$ cat config.mk
export PLATFORM = sky130hd
export DESIGN_NAME = fraction_add_mul_reduce
export DESIGN_NICKNAME = d
export VERILOG_FILES = /design/src/hdl/fam_pkg.sv /design/src/hdl/fam_mul.sv /design/src/hdl/fam_subu.sv /design/src/hdl/fraction_add_mul_reduce.sv
export SDC_FILE = /design/constraint.sdc
export NUM_CORES = 2
export LEC_CHECK = 0
export ABC_AREA = 0
export BUFFER_PORTS_ARGS = -buffer_cell sky130_fd_sc_hd__buf_4
export CELL_PAD_IN_SITES_DETAIL_PLACEMENT = 1
export CELL_PAD_IN_SITES_GLOBAL_PLACEMENT = 1
export CORE_ASPECT_RATIO = 1.5
export CORE_MARGIN = 4
export CORE_UTILIZATION = 54
export DETAILED_ROUTE_END_ITERATION = 6
export HOLD_SLACK_MARGIN = 0.03
export PLACE_DENSITY = 0.91
export SYNTH_ARGS = -nofsm -noshare
export SYNTH_HDL_FRONTEND = slang
export SYNTH_SLANG_ARGS = --single-unit
$ cat constraint.sdc
create_clock -name clock -period 17.7 [get_ports clock]
set_input_delay 3.54 -clock clock [delete_from_list [all_inputs] [get_ports clock]]
set_output_delay 3.54 -clock clock [all_outputs]
set_load 0.02 [all_outputs]
$ cat src/hdl/fam_pkg.sv
// shared types and constants for the fraction add / multiply / reduce block
// no dependencies
`timescale 1ns / 1ps

package fam_pkg;

   localparam int FUNC_W    = 2;
   localparam int RES_NUM_W = 33;
   localparam int RES_DEN_W = 32;

   // operation codes; the fourth code is unused and gives an all-zero word
   typedef enum logic [FUNC_W-1:0] {
      OP_ADD = 2'd0,
      OP_MUL = 2'd1,
      OP_EQ  = 2'd2
   } func_type;

   // status from the shared subtract unit
   typedef struct packed {
      logic borrow;
      logic zero;
   } sub_stat_type;

endpackage

$ cat src/hdl/fam_mul.sv
// registered multiplier shared by all product steps
// depends on nothing outside this file
`timescale 1ns / 1ps

module fam_mul #(
   parameter int OPW = 16
) (
   input  logic             clock,
   input  logic [OPW-1:0]   op_a,
   input  logic [OPW-1:0]   op_b,
   output logic [2*OPW-1:0] prod
);

   logic [2*OPW-1:0] prod_ff;
   logic [2*OPW-1:0] prod_in;

   assign prod_in = (2*OPW)'(op_a) * (2*OPW)'(op_b);

   always_ff @(posedge clock) begin
      prod_ff <= prod_in;
   end

   assign prod = prod_ff;

endmodule

$ cat src/hdl/fam_subu.sv
// shared subtract / compare unit used by the gcd steps and the divider
// depends on fam_pkg for the status struct
`timescale 1ns / 1ps

module fam_subu #(
   parameter int SW = 34
) (
   input  logic [SW-1:0]         sub_a,
   input  logic [SW-1:0]         sub_b,
   output logic [SW-1:0]         diff,
   output logic [SW-1:0]         mag,
   output fam_pkg::sub_stat_type stat
);

   logic [SW:0] full;

   assign full        = {1'b0, sub_a} - {1'b0, sub_b};
   assign diff        = full[SW-1:0];
   assign stat.borrow = full[SW];
   assign stat.zero   = (full[SW-1:0] == '0);
   // magnitude of the difference, negated back when the smaller value is on the left
   assign mag         = full[SW] ? (~full[SW-1:0] + {{(SW-1){1'b0}}, 1'b1}) : full[SW-1:0];

endmodule

$ cat src/hdl/fraction_add_mul_reduce.sv
// compare and unused codes give the result in the cycle after start
// add / multiply: products on the shared multiplier in states MUL0 to MUL3, then, if
//   numerator and denominator are both nonzero, binary gcd steps and 2*W divide steps,
//   W = 2*NUM_WIDTH+1 capped at 64
// one word at a time: for add / multiply, busy stays high from accept until the result strobe
// reset (synchronous) returns to idle and drops the strobe; the receiver cannot stall
`timescale 1ns / 1ps

module fraction_add_mul_reduce #(
   parameter int NUM_WIDTH = 16
) (
   input  logic                           clock,
   input  logic                           reset,
   input  logic                           start,
   output logic                           busy,
   input  logic [fam_pkg::FUNC_W-1:0]     req_func,
   input  logic [NUM_WIDTH-1:0]           req_a_num,
   input  logic [NUM_WIDTH-1:0]           req_a_den,
   input  logic [NUM_WIDTH-1:0]           req_b_num,
   input  logic [NUM_WIDTH-1:0]           req_b_den,
   output logic                           rsp_valid,
   output logic [fam_pkg::RES_NUM_W-1:0]  rsp_res_num,
   output logic [fam_pkg::RES_DEN_W-1:0]  rsp_res_den,
   output logic                           rsp_is_equal
);

   localparam int PW      = 2 * NUM_WIDTH;
   localparam int NW      = (PW + 1 > 64) ? 64 : PW + 1;
   localparam int SW      = NW + 1;
   localparam int CW      = $clog2(NW);
   localparam int ResNumW = fam_pkg::RES_NUM_W;
   localparam int ResDenW = fam_pkg::RES_DEN_W;

   typedef enum logic [6:0] {
      ST_IDLE = 7'b0000001,
      ST_MUL0 = 7'b0000010,
      ST_MUL1 = 7'b0000100,
      ST_MUL2 = 7'b0001000,
      ST_MUL3 = 7'b0010000,
      ST_GCD  = 7'b0100000,
      ST_DIV  = 7'b1000000
   } state_type;

   state_type                     state_ff, state_in;
   logic [fam_pkg::FUNC_W-1:0]    func_ff, func_in;
   logic [NUM_WIDTH-1:0]          an_ff, an_in, ad_ff, ad_in;
   logic [NUM_WIDTH-1:0]          bn_ff, bn_in, bd_ff, bd_in;
   logic [NW-1:0]                 n_ff, n_in;
   logic [PW-1:0]                 d_ff, d_in;
   logic [NW-1:0]                 x_ff, x_in, y_ff, y_in;
   logic [CW-1:0]                 k_ff, k_in;
   logic [NW-1:0]                 g_ff, g_in;
   logic [NW-1:0]                 q_ff, q_in, rem_ff, rem_in;
   logic [CW-1:0]                 cnt_ff, cnt_in;
   logic                          pass_ff, pass_in;
   logic                          rsp_valid_ff, rsp_valid_in;
   logic [ResNumW-1:0]            rsp_num_ff, rsp_num_in;
   logic [ResDenW-1:0]            rsp_den_ff, rsp_den_in;
   logic                          rsp_eq_ff, rsp_eq_in;

   logic [NUM_WIDTH-1:0]          mul_a, mul_b;
   logic [PW-1:0]                 prod;
   logic [PW:0]                   sum_w;
   logic [SW-1:0]                 sub_a, sub_b, sub_diff, sub_mag;
   fam_pkg::sub_stat_type         sub_stat;
   logic [NW-1:0]                 q_next;
   logic                          is_arith;

   fam_mul #(.OPW(NUM_WIDTH)) u_mul (
      .clock (clock),
      .op_a  (mul_a),
      .op_b  (mul_b),
      .prod  (prod)
   );

   fam_subu #(.SW(SW)) u_sub (
      .sub_a (sub_a),
      .sub_b (sub_b),
      .diff  (sub_diff),
      .mag   (sub_mag),
      .stat  (sub_stat)
   );

   // multiplier operands: first cross term (numerators for multiply), second cross term, denominators
   always_comb begin
      if (state_ff == ST_MUL0) begin
         mul_a = an_ff;
         mul_b = (func_ff == fam_pkg::OP_ADD) ? bd_ff : bn_ff;
      end else if (state_ff == ST_MUL1) begin
         mul_a = bn_ff;
         mul_b = ad_ff;
      end else begin
         mul_a = ad_ff;
         mul_b = bd_ff;
      end
   end

   // subtract unit: restoring divide trial, else gcd compare
   always_comb begin
      if (state_ff == ST_DIV) begin
         sub_a = {rem_ff, q_ff[NW-1]};
         sub_b = {1'b0, g_ff};
      end else begin
         sub_a = {1'b0, x_ff};
         sub_b = {1'b0, y_ff};
      end
   end

   assign sum_w    = {1'b0, n_ff[PW-1:0]} + {1'b0, prod};
   assign q_next   = {q_ff[NW-2:0], ~sub_stat.borrow};
   assign is_arith = (req_func == fam_pkg::OP_ADD) || (req_func == fam_pkg::OP_MUL);

   always_comb begin
      state_in     = state_ff;
      func_in      = func_ff;
      an_in        = an_ff;
      ad_in        = ad_ff;
      bn_in        = bn_ff;
      bd_in        = bd_ff;
      n_in         = n_ff;
      d_in         = d_ff;
      x_in         = x_ff;
      y_in         = y_ff;
      k_in         = k_ff;
      g_in         = g_ff;
      q_in         = q_ff;
      rem_in       = rem_ff;
      cnt_in       = cnt_ff;
      pass_in      = pass_ff;
      rsp_valid_in = 1'b0;
      rsp_num_in   = rsp_num_ff;
      rsp_den_in   = rsp_den_ff;
      rsp_eq_in    = rsp_eq_ff;

      unique case (state_ff)
         ST_IDLE: begin
            if (start) begin
               func_in = req_func;
               an_in   = req_a_num;
               ad_in   = req_a_den;
               bn_in   = req_b_num;
               bd_in   = req_b_den;
               if (is_arith) begin
                  state_in = ST_MUL0;
               end else begin
                  rsp_valid_in = 1'b1;
                  rsp_num_in   = '0;
                  rsp_den_in   = '0;
                  rsp_eq_in    = (req_func == fam_pkg::OP_EQ) &&
                                 (req_a_num == req_b_num) && (req_a_den == req_b_den);
               end
            end
         end
         ST_MUL0: begin
            state_in = ST_MUL1;
         end
         ST_MUL1: begin
            n_in     = NW'(prod);
            state_in = ST_MUL2;
         end
         ST_MUL2: begin
            if (func_ff == fam_pkg::OP_ADD) begin
               n_in = NW'(sum_w);
            end
            state_in = ST_MUL3;
         end
         ST_MUL3: begin
            d_in = prod;
            // zero numerator or denominator stays unreduced
            if ((n_ff == '0) || (prod == '0)) begin
               rsp_valid_in = 1'b1;
               rsp_num_in   = ResNumW'(n_ff);
               rsp_den_in   = ResDenW'(prod);
               rsp_eq_in    = 1'b0;
               state_in     = ST_IDLE;
            end else begin
               x_in     = n_ff;
               y_in     = NW'(prod);
               k_in     = '0;
               state_in = ST_GCD;
            end
         end
         ST_GCD: begin
            if (!x_ff[0] && !y_ff[0]) begin
               x_in = x_ff >> 1;
               y_in = y_ff >> 1;
               k_in = k_ff + 1'b1;
            end else if (!x_ff[0]) begin
               x_in = x_ff >> 1;
            end else if (!y_ff[0]) begin
               y_in = y_ff >> 1;
            end else if (sub_stat.zero) begin
               g_in     = x_ff << k_ff;
               q_in     = n_ff;
               rem_in   = '0;
               cnt_in   = '0;
               pass_in  = 1'b0;
               state_in = ST_DIV;
            end else if (!sub_stat.borrow) begin
               x_in = sub_mag[NW:1];
            end else begin
               y_in = sub_mag[NW:1];
            end
         end
         ST_DIV: begin
            rem_in = sub_stat.borrow ? sub_a[NW-1:0] : sub_diff[NW-1:0];
            q_in   = q_next;
            cnt_in = cnt_ff + 1'b1;
            if (cnt_ff == CW'(NW - 1)) begin
               if (!pass_ff) begin
                  // numerator done, start on the denominator
                  n_in    = q_next;
                  q_in    = NW'(d_ff);
                  rem_in  = '0;
                  cnt_in  = '0;
                  pass_in = 1'b1;
               end else begin
                  rsp_valid_in = 1'b1;
                  rsp_num_in   = ResNumW'(n_ff);
                  rsp_den_in   = ResDenW'(q_next);
                  rsp_eq_in    = 1'b0;
                  state_in     = ST_IDLE;
               end
            end
         end
         default: begin
            state_in = ST_IDLE;
         end
      endcase
   end

   always_ff @(posedge clock) begin
      if (reset) begin
         state_ff     <= ST_IDLE;
         rsp_valid_ff <= 1'b0;
         pass_ff      <= 1'b0;
      end else begin
         state_ff     <= state_in;
         rsp_valid_ff <= rsp_valid_in;
         pass_ff      <= pass_in;
      end
   end

   always_ff @(posedge clock) begin
      func_ff    <= func_in;
      an_ff      <= an_in;
      ad_ff      <= ad_in;
      bn_ff      <= bn_in;
      bd_ff      <= bd_in;
      n_ff       <= n_in;
      d_ff       <= d_in;
      x_ff       <= x_in;
      y_ff       <= y_in;
      k_ff       <= k_in;
      g_ff       <= g_in;
      q_ff       <= q_in;
      rem_ff     <= rem_in;
      cnt_ff     <= cnt_in;
      rsp_num_ff <= rsp_num_in;
      rsp_den_ff <= rsp_den_in;
      rsp_eq_ff  <= rsp_eq_in;
   end

   assign busy         = (state_ff != ST_IDLE);
   assign rsp_valid    = rsp_valid_ff;
   assign rsp_res_num  = rsp_num_ff;
   assign rsp_res_den  = rsp_den_ff;
   assign rsp_is_equal = rsp_eq_ff;

endmodule

; ---- Word level (Yosys, flattened, before mapping)
; Index checks and enable logic that the tools add are counted.
[op_classes]
muxes = 91
multipliers = 1
shift = 1
reduce_logical = 28
eq_ne = 33
addsub = 5
bitwise_logic = 3
[ops]
columns = cell, n
row1 = $mux W33, 34
row2 = $pmux W33 S2, 4
row3 = $pmux W33 S3, 2
row4 = $mux W32, 5
row5 = $pmux W32 S3, 1
row6 = $mux W16, 5
row7 = $mux W34, 2
row8 = $mux W7, 8
row9 = $mux W6, 9
row10 = $pmux W7 S7, 1
row11 = $sub A34 B33 Y35, 1
row12 = $add A34 B1 Y34 const B, 1
row13 = $logic_not A34 Y1, 1
row14 = $not A34 Y34, 1
row15 = $add A32 B32 Y33, 1
row16 = $logic_not A33 Y1, 1
row17 = $shl A33 B6 Y33, 1
row18 = $eq A16 B16 Y1, 2
row19 = $logic_not A32 Y1, 1
row20 = $mul A16 B16 Y32, 1
row21 = $ne A2 B2 Y1 const B, 13
row22 = $pmux W6 S2, 2
row23 = $reduce_and A5 Y1, 4
row24 = $ne A4 B4 Y1 const B, 4
row25 = other kinds (30), 57
[totals]
out_inout_bits = 68
wordCells = 185
inputBits = 69
register_bits = 415

; ---- Longest topological paths before layout
[logic_depth]
ltp_word = 12
depth_mapped = 31
mapped_depth_nobuf = 30

; ---- By module
; A second synthesis with hierarchy kept.
[hier_totals]
cells_unflattened = 3467
hier_area_um2 = 32960.4
[by_module_without_submodules]
columns = module, seq_area_each_um2, instances, cells_each, area_each_um2
row1 = fraction_add_mul_reduce, 11410.9, 1, 2019, 20910.1
row2 = fam_mul, 640.6, 1, 1014, 9193.8
row3 = fam_subu, 0.0, 1, 434, 2856.5

; ---- Worst setup path after synthesis
; Ideal clock, no wire load.
[synth_timing]
kind = register to register
startpoint = register state_ff[5]
endpoint = register cnt_ff[0], enable pin
arrival_ns = 10.206
path_slack_ns = 6.893
period_less_slack_ns = 10.807
setup_ns = 0.602
required_ns = 17.098
n_path_buf = 3
stages_incl_launch_ff = 20
cell_sequence = dfxtp_1 -> nor2_1 -> or4b_1 -> nor3b_1 -> clkbuf_1 -> clkbuf_1 -> buf_1 -> o21ai_0 -> ha_1 -> fa_1 -> nor2b_4 -> o31a_1 -> o21ai_1 -> o21ai_0 -> xor2_1 -> nor4_4 -> nand4_4 -> nor4b_4 -> nand2_2 -> o21ai_0
[synth_between]
elab_chain_cells = 6
elab_cells_between_ends = 12
cone_classes = 1 x add/sub / 6 x eq/ne / 2 x mux / 3 x reduce/logical
[synth_rtl]
columns = element, line
row1 = "start, declared", fraction_add_mul_reduce.sv:44  ; state_type state_ff, state_in;
row2 = "start signal, assigned", fraction_add_mul_reduce.sv:238  ; state_ff <= state_in;
row3 = $eq A7 B7 Y1, "fraction_add_mul_reduce.sv:100, fraction_add_mul_reduce.sv:135"
row4 = $mux W34 or $mux W33 (tied branches), fraction_add_mul_reduce.sv:100  ; if (state_ff == ST_DIV) begin
row5 = $sub A34 B33 Y35, fam_subu.sv:17  ; assign full = {1'b0, sub_a} - {1'b0, sub_b};
row6 = $logic_not A34 Y1, fam_subu.sv:20  ; assign stat.zero = (full[SW-1:0] == '0);
row7 = $ne A2 B2 Y1 (no line), -
row8 = $reduce_and A5 Y1 (no line) *, -
row9 = "end signal, assigned", fraction_add_mul_reduce.sv:258  ; cnt_ff <= cnt_in;
row10 = "end, declared", fraction_add_mul_reduce.sv:54  ; logic [CW-1:0] cnt_ff, cnt_in;
; Every way passes the cells marked *; elsewhere a longest branch is shown, timed or not.
; A chain may end at the register's enable or synchronous reset.

; ---- Worst setup path after layout
[layout_timing]
startpoint = register state_ff[2]
endpoint = register u_mul.prod_ff[30] (netlist: u_mul.prod[30])
[layout_between]
elab_chain_cells = 4
elab_cells_between_ends = 7
cone_classes = 1 x mul / 2 x eq/ne / 4 x mux
[layout_rtl]
columns = element, line
row1 = $eq A7 B3 Y1, fraction_add_mul_reduce.sv:89  ; end else if (state_ff == ST_MUL1) begin
row2 = $mux W16, fraction_add_mul_reduce.sv:89
row3 = $mux W16, fraction_add_mul_reduce.sv:86  ; if (state_ff == ST_MUL0) begin
row4 = $mul A16 B16 Y32 *, fam_mul.sv:17  ; assign prod_in = (2*OPW)'(op_a) * (2*OPW)'(op_b);
row5 = net u_mul.prod_in[30], fam_mul.sv:15  ; logic [2*OPW-1:0] prod_in;
row6 = "end signal, assigned", fam_mul.sv:20  ; prod_ff <= prod_in;
row7 = "end, declared", fam_mul.sv:14  ; logic [2*OPW-1:0] prod_ff;
; Mark *: on every way through the listed nets, which the timed path passes. The rest lies on a longest branch.

==> out/results.txt <==
Via density -> 6.54
Multi-input gate area -> 18800 sq um
Minimum clock period -> 9.83 ns
Max incr delay on CP -> 0.92 ns
Mux share of post-synthesis cell area -> 4.76%
Max transition margin -> 18.9%
Layout cells sized above 1 -> 10.4%
Clock Latency Late Sink -> 0.61 ns
PostCTS Resize Cnt -> 0
Final setup margin -> 7.87 ns
Fin nets -> 3797
CTS Root Cell -> clkbuf_16
Hold Path Class -> reg2reg
Most frequent cells in the layout -> nand2_1, edfxtp_1, nor2_1, inv_1, buf_4
Crit path arrival time -> 10.34 ns
Vias in the first global route -> 30592
Synth Area in Adders -> 18.8%
Die ar. -> 64100 sq um
Fin. Hold Viols -> 0
CP delay by family, top -> adder cells
Tcrit/Tclk final -> 55.5%
Yosys reg bits -> 415
Die span in y -> 308 um
Synth area leaders -> edfxtp_1, fa_1, ha_1
# hold bufs at CTS -> 0
Drt drc -> 0
Most common cell after layout, fill and taps aside -> nand2_1
Synth Flop Type -> edfxtp_1
Crit. End Element -> register
Sum Neg Setup Slack -> 0 ns
Via count -> 27255
Ys Warns -> 0
DRT Wirelength -> 119000 um
Mean Syn Cell Area -> 9.89 sq um
Synth top area share -> 34.7%
Gate Count Post-Synth -> 3275
Syn Nets -> 3713
Max cap viols -> 0
CP Buf/Inv Count -> 8
Post-synth ARST share -> 0%
Initial Util -> 54.7%
Number of I/O port buffers -> 136
Hold_ws -> 0.564 ns
Layout fillers -> 6490
Critical path class -> reg2reg
IO Count -> 137
Yosys cell types -> 98
Synth Area in XOR/XNOR -> 3.63%
Wirelength per Cell -> 28.5 um
Synth area leader -> edfxtp_1
Core Rows -> 109
Initial antenna violation count -> 1
Fmax -> 102 MHz
Sequential fraction of the synthesis area -> 37.2%
Synth Cell Area -> 32400 sq um
Compound-cell area share of the yosys netlist -> 14.6%
GP Congestion -> 0.976
DP Wirelength -> 91200 um
Worst-margin pin slew -> 1.22 ns
RSZ-0062 raised after global routing -> no
Largest net degree at the start of global routing -> 114
Worst-path clk slew -> 0.07 ns
Largest family of logic cells by synthesized area -> adder cells
Critical path's slowest cell -> a221oi_1
Final setup viols -> 0
Register area -> 12100 sq um
All-layer global routing usage -> 36.3%
CTS Buf Count -> 43
Initial DRC Count -> 2445
Worst slack at placement -> 8.13 ns
Clock skew -> 0.0248 ns
Simple-gate area share of the yosys netlist -> 16.1%
Req. time, crit path -> 18.22 ns
Max FO, Critical Path -> 50
CTS Sinks -> 415
Slew Limit Fails -> 0
Crit path top cell by count -> fa_1
CTS tree -> built
Number of diodes -> 0
Type of origin of the critical path -> register
First-pass GRT wire length -> 180000 um
Routed Antenna Nets -> 0
Post-synth EDFFs -> 374
Layout area overhead -> 10.3%
CTS HTree Levels -> 2
Clock tree buffer depth -> 3
Core area -> 59200 sq um
Post-CTS Setup Bufs -> 0
Status -> complete, no violations
Drt pass-1 iters -> 5
Die extent in x -> 208 um
Grt ovf -> 0
==> per-layer routing <==
layer  vias to the layer above  wire [um]  track usage (%)
met3                       495       5920             4.48
met1                     13807      38900             36.6
li1                      11753          -                -
met4                         2      11400             28.4
met5                         -         10                0
met2                      1198      62500             67.4
==> state kept, by name, summed over array words and instances (netlist names) <==
register	count
cnt_ff	6
rem_ff	33
n_ff	33
an_ff	16
ad_ff	16
rsp_is_equal	1
pass_ff	1
rsp_res_den	32
y_ff	33
rsp_res_num	33
u_mul.prod	32
g_ff	33
bn_ff	16
k_ff	6
rsp_valid	1
x_ff	33
bd_ff	16
state_ff	7
q_ff	33
d_ff	32
func_ff	2
==> worst paths after layout <==
kind / start / end / slack, ns / cells after the start
setup / recovery: state_ff[2] / u_mul.prod[30] / 7.87 / 30
hold / removal: u_mul.prod[14] / d_ff[14] / 0.56 / 0
setup reg to reg: state_ff[2] / u_mul.prod[30] / 7.87 / 30
hold reg to reg: u_mul.prod[14] / d_ff[14] / 0.56 / 0
==> per-stage QoR <==
step                      utilization (%)  area (sq um)  std cells
after floorplan                         -         32400       3275
after global placement               58.0         34300       4091
after detailed placement             58.0         34300       4091
after CTS                            60.4         35700       4169
after global routing                 60.4         35700       4169
final                                60.4         35700       4169
==> worst reg2reg max path: cells and delay by family, from the launching register on <==
kind	cells	cell delay [ns]
XOR/XNOR	1	0.16
AND/OR/NAND/NOR	6	1.73
flip-flops	1	0.38
adder cells (fa/ha/maj)	7	3.35
AO/OA/AOI/OAI	8	2.87
buffers and inverters	8	1.25
==> synthesized netlist by cell type (49+ instances only) <==
cell and n:
nor2_1 323, inv_1 253, clkbuf_1 130, and2_1 60, fa_1 196, xnor2_1 78
a21oi_1 182, o21ai_0 147, edfxtp_1 374, nand2_1 448, xor2_1 49, ha_1 173
a21o_1 58, mux2i_1 108
==> final cells by class <==
| class | count | area share, % |
|---|---|---|
| tap | 777 | 2.72 |
| timing repair buffer | 201 | 4.22 |
| inverter | 254 | 2.67 |
| clock buffer | 55 | 3.40 |
| sequential | 415 | 33.7 |
| multi-input combinational | 2444 | 52.7 |
| clock inverter | 23 | 0.550 |
==> logic make-up after synthesis <==
| family | count (synthesis) |
|---|---|
| flip-flops | 415 |
| AND/OR/NAND/NOR | 1115 |
| adder cells (fa/ha/maj) | 369 |
| multiplexers | 132 |
| AO/OA/AOI/OAI | 697 |
| XOR/XNOR | 131 |
| buffers and inverters | 416 |
Power is not shown: default switching activity piles up to over one toggle a cycle in this logic, so the estimate is an artifact.
